## src/design/assert_macros.svh

```systemverilog
// ----------------------------------------------------------------------------
// assert_macros.svh
// Concurrent assertion helpers; empty when SYNTHESIS is defined.
// ----------------------------------------------------------------------------
`ifndef ASSERT_MACROS_SVH
`define ASSERT_MACROS_SVH

`ifndef SYNTHESIS

// property must hold at every clock edge outside reset
`define ASSERT_CLK(label, clk, rstn, prop) \
	label: assert property (@(posedge clk) disable iff (!(rstn)) prop) \
		else $error("assertion failed");

// expression must never be true outside reset
`define ASSERT_NEVER(label, clk, rstn, expr) \
	label: assert property (@(posedge clk) disable iff (!(rstn)) !(expr)) \
		else $error("forbidden condition seen");

`else

`define ASSERT_CLK(label, clk, rstn, prop)
`define ASSERT_NEVER(label, clk, rstn, expr)

`endif

`endif

```

## src/design/firdec_pkg.sv

```systemverilog
// ----------------------------------------------------------------------------
// firdec_pkg
// Shared types and constants of the decimating FIR filter.
// ----------------------------------------------------------------------------
`default_nettype none

package firdec_pkg;

	// Q1.15 samples and coefficients
	localparam int SB = 16;

	localparam logic OP_LOAD = 1'b0;
	localparam logic OP_PUSH = 1'b1;

	// register select, taken from paddr[2]
	localparam logic REG_DECIM_FACTOR = 1'b0;
	localparam logic REG_TAPS_IN_USE  = 1'b1;

	localparam logic [5:0] DECIM_RESET = 6'd10;
	localparam logic [7:0] TAPS_RESET  = 8'd51;

	typedef enum logic [1:0] {
		ST_IDLE,
		ST_MAC,
		ST_DRAIN
	} state_t;

	typedef struct packed {
		logic                 op;
		logic [6:0]           coeff_index;
		logic signed [SB-1:0] coeff_value;
		logic signed [SB-1:0] sample;
	} in_item_t;

	typedef struct packed {
		logic signed [SB-1:0] filtered;
		logic                 clipped;
	} out_item_t;

	typedef struct packed {
		logic load;    // write coefficient
		logic push;    // write sample, advance phase, clear accumulator
		logic issue;   // read one tap pair into the MAC pipe
		logic finish;  // shift, saturate and register the result
	} cmd_t;

	typedef struct packed {
		logic emit;       // current phase marks the pushed sample
		logic pipe_busy;  // MAC pipe still holds taps
		logic out_free;   // result register can take a new value
	} sts_t;

endpackage

`default_nettype wire

```

## src/design/fir_decimator_top.sv

```systemverilog
// ----------------------------------------------------------------------------
// fir_decimator_top
// Decimating FIR filter, Q1.15 in and out, one shared multiply-accumulate.
// ----------------------------------------------------------------------------
// A transaction with op = load writes one coefficient (index beyond the
// table is dropped); op = push shifts one sample into the delay line. Every
// decim_factor-th push (the first after reset included) produces one result:
// sum of coeff[k] * x[n-k] over taps_in_use taps, floor-shifted right by 15
// and saturated, with clipped set on saturation. Loads and unmarked pushes
// are taken without stall. After a marked push item_stall holds while the
// single MAC reads one tap pair per cycle from the coefficient and sample
// memories for taps pairs, taps being taps_in_use with zero read as one and
// clamped to MAX_TAPS, then drains a two-stage pipe, and longer while the
// previous result is still stalled; the result is then shifted, saturated
// and waits in an output register. Unwritten coefficients read as garbage.
// The delay line reads as zero until filled; no clearing pass.
// Config registers at byte offsets 0x0 (decim_factor) and 0x4
// (taps_in_use); write them only while the block is idle.
// ----------------------------------------------------------------------------
`default_nettype none

module fir_decimator_top
	import firdec_pkg::*;
#(
	parameter int MAX_TAPS = 128
) (
	input  wire logic     clk,
	input  wire logic     arst_n,

	input  wire logic     item_valid,
	output logic          item_stall,
	input  wire in_item_t item,

	output logic          result_valid,
	input  wire logic     result_stall,
	output out_item_t     result,

	input  wire logic        psel,
	input  wire logic        penable,
	input  wire logic        pwrite,
	input  wire logic [2:0]  paddr,
	input  wire logic [31:0] pwdata,
	output logic [31:0]      prdata,
	output logic             pready
);

	localparam int IDX_W = $clog2(MAX_TAPS);
	localparam int TAP_W = $clog2(MAX_TAPS + 1);

	logic [5:0]       decim_q;
	logic [7:0]       taps_q;
	logic [TAP_W-1:0] taps_eff;
	logic             cfg_wr;
	cmd_t             cmd;
	sts_t             sts;
	logic [IDX_W-1:0] tap_idx;

	assign pready = 1'b1;
	assign cfg_wr = psel && penable && pwrite && pready;

	always_ff @(posedge clk or negedge arst_n) begin
		if (!arst_n) begin
			decim_q <= DECIM_RESET;
			taps_q  <= TAPS_RESET;
		end else if (cfg_wr) begin
			unique case (paddr[2])
				REG_DECIM_FACTOR: decim_q <= pwdata[5:0];
				REG_TAPS_IN_USE:  taps_q  <= pwdata[7:0];
				default: ;
			endcase
		end
	end

	always_comb begin
		unique case (paddr[2])
			REG_DECIM_FACTOR: prdata = {26'd0, decim_q};
			REG_TAPS_IN_USE:  prdata = {24'd0, taps_q};
			default:          prdata = '0;
		endcase
	end

	// zero taps means one; anything past the table clamps to its depth
	always_comb begin
		if (taps_q == 8'd0) begin
			taps_eff = TAP_W'(1);
		end else if (int'(taps_q) > MAX_TAPS) begin
			taps_eff = TAP_W'(MAX_TAPS);
		end else begin
			taps_eff = TAP_W'(taps_q);
		end
	end

	firdec_ctrl #(
		.MAX_TAPS (MAX_TAPS)
	) u_ctrl (
		.clk        (clk),
		.arst_n     (arst_n),
		.item_valid (item_valid),
		.item_op    (item.op),
		.item_stall (item_stall),
		.taps_eff   (taps_eff),
		.sts        (sts),
		.cmd        (cmd),
		.tap_idx    (tap_idx)
	);

	firdec_datapath #(
		.MAX_TAPS (MAX_TAPS)
	) u_datapath (
		.clk          (clk),
		.arst_n       (arst_n),
		.item         (item),
		.decim_factor (decim_q),
		.cmd          (cmd),
		.tap_idx      (tap_idx),
		.sts          (sts),
		.result_valid (result_valid),
		.result_stall (result_stall),
		.result       (result)
	);

endmodule

`default_nettype wire

```

## src/design/firdec_ctrl.sv

```systemverilog
// ----------------------------------------------------------------------------
// firdec_ctrl
// Sequencer: accepts transactions, steps the tap index, waits for the
// MAC pipe to drain and for room in the result register.
// ----------------------------------------------------------------------------
`default_nettype none

`include "assert_macros.svh"

module firdec_ctrl
	import firdec_pkg::*;
#(
	parameter int MAX_TAPS = 128,
	localparam int IDX_W   = $clog2(MAX_TAPS),
	localparam int TAP_W   = $clog2(MAX_TAPS + 1)
) (
	input  wire logic             clk,
	input  wire logic             arst_n,
	input  wire logic             item_valid,
	input  wire logic             item_op,
	output logic                  item_stall,
	input  wire logic [TAP_W-1:0] taps_eff,
	input  wire sts_t             sts,
	output cmd_t                  cmd,
	output logic [IDX_W-1:0]      tap_idx
);

	state_t            state_q, state_d;
	logic [IDX_W-1:0]  tap_q, tap_d;
	logic              last_tap;

	assign last_tap = (TAP_W'(tap_q) + TAP_W'(1)) == taps_eff;
	assign tap_idx  = tap_q;

	always_ff @(posedge clk or negedge arst_n) begin
		if (!arst_n) begin
			state_q <= ST_IDLE;
		end else begin
			state_q <= state_d;
		end
	end

	always_ff @(posedge clk or negedge arst_n) begin
		if (!arst_n) begin
			tap_q <= '0;
		end else begin
			tap_q <= tap_d;
		end
	end

	always_comb begin
		state_d    = state_q;
		tap_d      = tap_q;
		cmd        = '0;
		item_stall = 1'b1;
		unique case (state_q)
			ST_IDLE: begin
				item_stall = 1'b0;
				if (item_valid) begin
					if (item_op == OP_PUSH) begin
						cmd.push = 1'b1;
						if (sts.emit) begin
							tap_d   = '0;
							state_d = ST_MAC;
						end
					end else begin
						cmd.load = 1'b1;
					end
				end
			end
			ST_MAC: begin
				cmd.issue = 1'b1;
				if (last_tap) begin
					state_d = ST_DRAIN;
				end else begin
					tap_d = tap_q + IDX_W'(1);
				end
			end
			ST_DRAIN: begin
				if (!sts.pipe_busy && sts.out_free) begin
					cmd.finish = 1'b1;
					state_d    = ST_IDLE;
				end
			end
			default: begin
				state_d = ST_IDLE;
			end
		endcase
	end

	`ASSERT_CLK(a_emit_starts_mac, clk, arst_n, (cmd.push && sts.emit) |=> (state_q == ST_MAC))
	`ASSERT_CLK(a_tap_in_range, clk, arst_n, (state_q == ST_MAC) |-> (TAP_W'(tap_q) < taps_eff))
	`ASSERT_CLK(a_drain_exit, clk, arst_n, (state_q == ST_DRAIN) |=> (state_q == ST_DRAIN || state_q == ST_IDLE))

endmodule

`default_nettype wire

```

## src/design/firdec_datapath.sv

```systemverilog
// ----------------------------------------------------------------------------
// firdec_datapath
// Coefficient and sample memories, phase counter, MAC pipe and result
// register of the decimating FIR filter.
// ----------------------------------------------------------------------------
`default_nettype none

`include "assert_macros.svh"

module firdec_datapath
	import firdec_pkg::*;
#(
	parameter int MAX_TAPS = 128,
	localparam int IDX_W   = $clog2(MAX_TAPS),
	localparam int TAP_W   = $clog2(MAX_TAPS + 1)
) (
	input  wire logic             clk,
	input  wire logic             arst_n,
	input  wire in_item_t         item,
	input  wire logic [5:0]       decim_factor,
	input  wire cmd_t             cmd,
	input  wire logic [IDX_W-1:0] tap_idx,
	output sts_t                  sts,
	output logic                  result_valid,
	input  wire logic             result_stall,
	output out_item_t             result
);

	localparam int ACC_W = 2 * SB + $clog2(MAX_TAPS) + 1;
	localparam int SH_W  = ACC_W - SB + 1;

	logic signed [SB-1:0]   coeff_mem [MAX_TAPS];
	logic signed [SB-1:0]   dly_mem   [MAX_TAPS];

	logic [IDX_W-1:0]       wptr_q;
	logic [IDX_W-1:0]       rptr_q;
	logic [TAP_W-1:0]       fill_q;
	logic [5:0]             phase_q;
	logic [5:0]             decim_eff;
	logic                   load_ok;

	logic                   valid_s1, valid_s2;
	logic signed [SB-1:0]   coeff_s1, dly_s1;
	logic                   inrange_s1;
	logic signed [SB-1:0]   dly_use;
	logic signed [2*SB-1:0] prod_s2;
	logic signed [ACC_W-1:0] acc_q;

	logic signed [SH_W-1:0] shifted;
	logic                   fits;
	logic                   result_valid_q;
	out_item_t              result_q;

	assign decim_eff = (decim_factor == 6'd0) ? 6'd1 : decim_factor;
	assign load_ok   = int'(item.coeff_index) < MAX_TAPS;

	assign sts.emit      = (phase_q == 6'd0);
	assign sts.pipe_busy = valid_s1 | valid_s2;
	assign sts.out_free  = !result_valid_q || !result_stall;

	// memories: one write and one registered read each
	always_ff @(posedge clk) begin
		if (cmd.load && load_ok) begin
			coeff_mem[IDX_W'(item.coeff_index)] <= item.coeff_value;
		end
		coeff_s1 <= coeff_mem[tap_idx];
	end

	always_ff @(posedge clk) begin
		if (cmd.push) begin
			dly_mem[wptr_q] <= item.sample;
		end
		dly_s1 <= dly_mem[rptr_q];
	end

	// circular delay line; fill count stands in for the zero reset
	always_ff @(posedge clk or negedge arst_n) begin
		if (!arst_n) begin
			wptr_q  <= '0;
			rptr_q  <= '0;
			fill_q  <= '0;
			phase_q <= '0;
		end else begin
			if (cmd.push) begin
				rptr_q <= wptr_q;
				wptr_q <= (wptr_q == IDX_W'(MAX_TAPS - 1)) ? '0 : wptr_q + IDX_W'(1);
				if (fill_q != TAP_W'(MAX_TAPS)) begin
					fill_q <= fill_q + TAP_W'(1);
				end
				phase_q <= (({1'b0, phase_q} + 7'd1) >= {1'b0, decim_eff}) ?
					6'd0 : phase_q + 6'd1;
			end else if (cmd.issue) begin
				rptr_q <= (rptr_q == '0) ? IDX_W'(MAX_TAPS - 1) : rptr_q - IDX_W'(1);
			end
		end
	end

	always_ff @(posedge clk or negedge arst_n) begin
		if (!arst_n) begin
			valid_s1 <= 1'b0;
			valid_s2 <= 1'b0;
		end else begin
			valid_s1 <= cmd.issue;
			valid_s2 <= valid_s1;
		end
	end

	always_ff @(posedge clk) begin
		inrange_s1 <= TAP_W'(tap_idx) < fill_q;
	end

	always_comb begin
		dly_use = inrange_s1 ? dly_s1 : SB'(0);
	end

	always_ff @(posedge clk) begin
		prod_s2 <= coeff_s1 * dly_use;
		if (cmd.push) begin
			acc_q <= '0;
		end else if (valid_s2) begin
			acc_q <= acc_q + {{(ACC_W - 2 * SB){prod_s2[2*SB-1]}}, prod_s2};
		end
	end

	// floor shift is a plain drop of the fraction bits
	assign shifted = acc_q[ACC_W-1:SB-1];
	assign fits    = (&shifted[SH_W-1:SB-1]) | ~(|shifted[SH_W-1:SB-1]);

	always_ff @(posedge clk or negedge arst_n) begin
		if (!arst_n) begin
			result_valid_q <= 1'b0;
		end else if (cmd.finish) begin
			result_valid_q <= 1'b1;
		end else if (!result_stall) begin
			result_valid_q <= 1'b0;
		end
	end

	always_ff @(posedge clk) begin
		if (cmd.finish) begin
			result_q.clipped <= !fits;
			if (fits) begin
				result_q.filtered <= shifted[SB-1:0];
			end else begin
				result_q.filtered <= {shifted[SH_W-1], {(SB - 1){~shifted[SH_W-1]}}};
			end
		end
	end

	assign result_valid = result_valid_q;
	assign result       = result_q;

	`ASSERT_CLK(a_fill_bound, clk, arst_n, fill_q <= TAP_W'(MAX_TAPS))
	`ASSERT_CLK(a_finish_room, clk, arst_n, cmd.finish |-> (!result_valid_q || !result_stall))
	`ASSERT_NEVER(a_finish_pipe_empty, clk, arst_n, cmd.finish && (valid_s1 || valid_s2))

endmodule

`default_nettype wire
```

## config.mk

```make
export PLATFORM = sky130hd
export DESIGN_NAME = fir_decimator_top
export DESIGN_NICKNAME = d
export VERILOG_FILES = /design/src/design/firdec_pkg.sv /design/src/design/fir_decimator_top.sv /design/src/design/firdec_ctrl.sv /design/src/design/firdec_datapath.sv
export VERILOG_INCLUDE_DIRS = /design/src /design/src/design
export SDC_FILE = /design/constraint.sdc
export NUM_CORES = 2
export LEC_CHECK = 0
export ABC_CLOCK_PERIOD_IN_PS = 7660
export BUFFER_PORTS_ARGS = -buffer_cell sky130_fd_sc_hd__buf_2
export CAP_MARGIN = 20
export CORE_MARGIN = 1
export CORE_UTILIZATION = 40
export CTS_CLUSTER_SIZE = 25
export DETAILED_ROUTE_END_ITERATION = 6
export PLACE_DENSITY = 0.53
export SYNTH_ARGS = -nofsm -noshare
export SYNTH_HDL_FRONTEND = slang
export SYNTH_SLANG_ARGS = --single-unit
```

## constraint.sdc

```tcl
create_clock -name clk -period 7.66 [get_ports clk]
set_clock_uncertainty 0.15 [all_clocks]
set_input_delay 0.766 -clock clk [delete_from_list [all_inputs] [get_ports clk]]
set_output_delay 0.766 -clock clk [all_outputs]
set_load 0.02 [all_outputs]
```

==> metrics.csv <==
metric,value,unit
GRT overflow,0,
max-cap violation count,0,
"antenna viol nets, final",0,
I/O Pins,134,
DR pass1 iterations,5,
synthesis-to-finish area growth,13.2,%
Final period util,93.2,%
Ys Warns,0,
"Slowest-stage cell, CP",dfxtp_4,
Horiz. Die Dim,665,um
maximum clock frequency,0.140,GHz
DRT iter0 DRCs,8648,
TritonCTS clock tree,done,
Root Buffer,clkbuf_16,
Reg area,127000,um2
Die H,665,um
post-route minimum period,7.14,ns
first-pass GRT wire length,651,mm
htree depth,5,
outcome,finished clean,
Simple-Gate Fraction of Synth Area,2.85,%
ys async rst share,1.26,%
antenna violations before repair,21,
Hold Path Class,in2reg,
vias in the first global route,88900,
die area,443000,um2
layout cell share with drive strength beyond 1,23.1,%
"EDFF count, synth",4113,
crit path launch type,flop,
worst skew pair latency,1.00,ns
clk buf depth,4,
Critical path origin,u_datapath.inrange_s1,
post-synthesis sequential area ratio,72.1,%
"most used cell, CP",fa_1,
Synth cell types,74,
DR DRC count,0,
final hold vios,0,
Compound-Gate Fraction of Synth Area,2.89,%
"flops & latches, synth",4272,
R2R Path Start,u_datapath.inrange_s1,
DR vias,87800,
final setup vio count,0,
core area,438000,um2
Global Route Usage Sum,20.3,%
Rows,243,
drt wl/cell,29.0,um
synthesized cell area,176000,um2
CP endpoint kind,flop,
kind of critical path,reg2reg,
max_slew headroom,18.5,%
mux contribution to synthesized area,15.6,%
Synth Instances,8951,
CP required,8.37,ns
RSZ-0062 raised after global routing,no,
final net count,9874,
Fin Setup TNS,0,ns
"Avg Cell Area, Syn",19.7,um2
most frequent cells in the layout,"edfxtp_1 (4,113), mux4_2 (1,022), clkbuf_16 (446), mux2i_1 (377), buf_4 (376)",
Starting Density,40.2,%
clk slew on worst S/H paths,0.07,ns
XOR/XNOR Fraction of Synth Area,0.433,%
Min-Delay Startpoint,item[15],
"Slew Viols, Final",0,
"commonest non-fill, non-tap cell in the layout",edfxtp_1,
post-synthesis adder-cell area fraction,3.99,%
clock buffer count from CTS,441,
largest family of logic cells by synthesized area,multiplexers,
crit-path max cell delay,0.59,ns
Routed WL,454,mm
largest net degree at the start of global routing,120,
gpl congestion,0.802,
Filler cells,37100,
hpwl dp,273,mm
"Top FF cell, synth",edfxtp_1,
IO Port Bufs,82,
Multi-input gate area,45600,um2
worst slew pin tran,1.21,ns
via/cell ratio,5.62,
crit-path cells,"buf_12, and2_1, nand2_1, fa_1, inv_1, fa_1, fa_1, fa_1, fa_1, inv_1, fa_1, inv_1, ha_1, nand3_1, nor3_1, a221o_1, a31o_2, o2111ai_1, nand3_1, a31o_2, a21oi_1, xnor2_1",
CTS sink count,4272,
"Arr. time, crit path",7.85,ns
"Max FO, Critical Path",45,
## cells in the mapped netlist, types with 9 or more instances
library cell  instances  area (um2)
edfxtp_1           4113      124000
mux4_2             1022       23000
mux2i_1             377        3770
nor2_1              375        1410
inv_1               335        1260
nand2_1             307        1150
clkbuf_1            273        1020
fa_1                263        5270
a21oi_1             220        1100
o221ai_1            146        1280
ha_1                141        1760
and3_1              140         876
o21ai_0             136         681
o22ai_1             107         669
dfxtp_1             105        2100
nor3_1              101         505
buf_4                87         653
buf_2                83         415
xnor2_1              62         543
nand3_1              60         300
mux2_2               58         653
buf_1                52         195
dfrtp_1              48        1200
a21o_1               35         263
xor2_1               25         219
nor2b_1              22         138
o31ai_1              19         143
nand2b_1             17         106
o311ai_0             17         149
and2_1               16         100
a211oi_1             15         113
nand4_1              15        93.8
a31oi_1              14        87.6
or2_2                12        75.1
o211ai_1             11        82.6
or3_1                11        68.8
buf_6                 9         101
## cells by family (layout without fill, tap and decap cells)
kind of cell,count (synthesis),after routing
flops,4272,4272
mux,1459,1459
simple gates,1101,1101
buf+inv,845,1617
compound gates,781,781
fa+ha+maj,404,404
xor+xnor,87,87
other cells,2,37
## what timing repair did
action | in CTS | in global routing
resized for setup | 0 | 0
hold buffers | 13 | 0
endpoints found under the hold margin | 84 | 0
buffers inserted | 0 | 0
## final cells by class
cell class / count / share of cell area [%]
repair buffers: 476 / 1.99
diodes: 12 / 0.0151
clock inverters: 248 / 1.22
multi-input cells: 3857 / 22.9
inverters: 340 / 0.642
well taps: 5880 / 3.69
clock buffers: 553 / 5.82
flip-flops and latches: 4272 / 63.7
## worst paths after layout
check                      cells past startpoint                     endpoint  slack (ns)
max in group asynchronous                      3         u_datapath.rptr_q[3]        6.28
setup reg to reg                              22       u_datapath.prod_s2[31]        0.52
min in group asynchronous                      3      u_datapath.result_valid        0.38
hold / removal                                 1  u_datapath.dly_mem[115][15]        0.09
hold reg to reg                                0          u_datapath.valid_s2        0.25
setup / recovery                              22       u_datapath.prod_s2[31]        0.52
## worst max-delay path: cells and delay by family (launching register included)
kind	cells	cell delay, ns
AO/OA/AOI/OAI	5	1.34
XOR/XNOR	1	0.15
adder cells (fa/ha/maj)	7	3.36
buffers and inverters	4	0.40
flip-flops	1	0.59
AND/OR/NAND/NOR	5	1.02
## per-stage QoR
stage	cells	cell area, um2	setup slack (ns)	hold WS, ns	util [%]
after floorplan	8974	176000	1.22	0.205	-
after global placement	14800	185000	0.538	0.231	42.2
after detailed placement	14800	185000	0.606	0.239	42.2
after CTS	15600	199000	0.569	0.00285	45.4
after global routing	15600	199000	0.150	0.0486	45.5
final	15600	199000	0.522	0.0914	45.5
## state kept, by name, indices dropped and copies added (netlist names), 2 cells and up
name	count
decim_q	6
taps_q	8
u_ctrl.state_q	2
u_ctrl.tap_idx	7
u_datapath.acc_q	40
u_datapath.coeff_mem	2048
u_datapath.coeff_s1	16
u_datapath.dly_mem	2048
u_datapath.dly_s1	16
u_datapath.fill_q	8
u_datapath.phase_q	6
u_datapath.prod_s2	32
u_datapath.result	17
u_datapath.rptr_q	7
u_datapath.wptr_q	7
## routing by layer
metal / share of wire, % / track usage, % / vias to the layer above
met5: 0.011 / 0 / -
met4: 2.3 / 4.58 / 8
met1: 44 / 29.8 / 47500
met2: 47 / 32.1 / 2740
met3: 6.0 / 3.02 / 534
li1: - / - / 37000
Power is left out: the tool's default activity adds up to more than one toggle a clock period on the data nets, which glitch-free logic cannot reach.
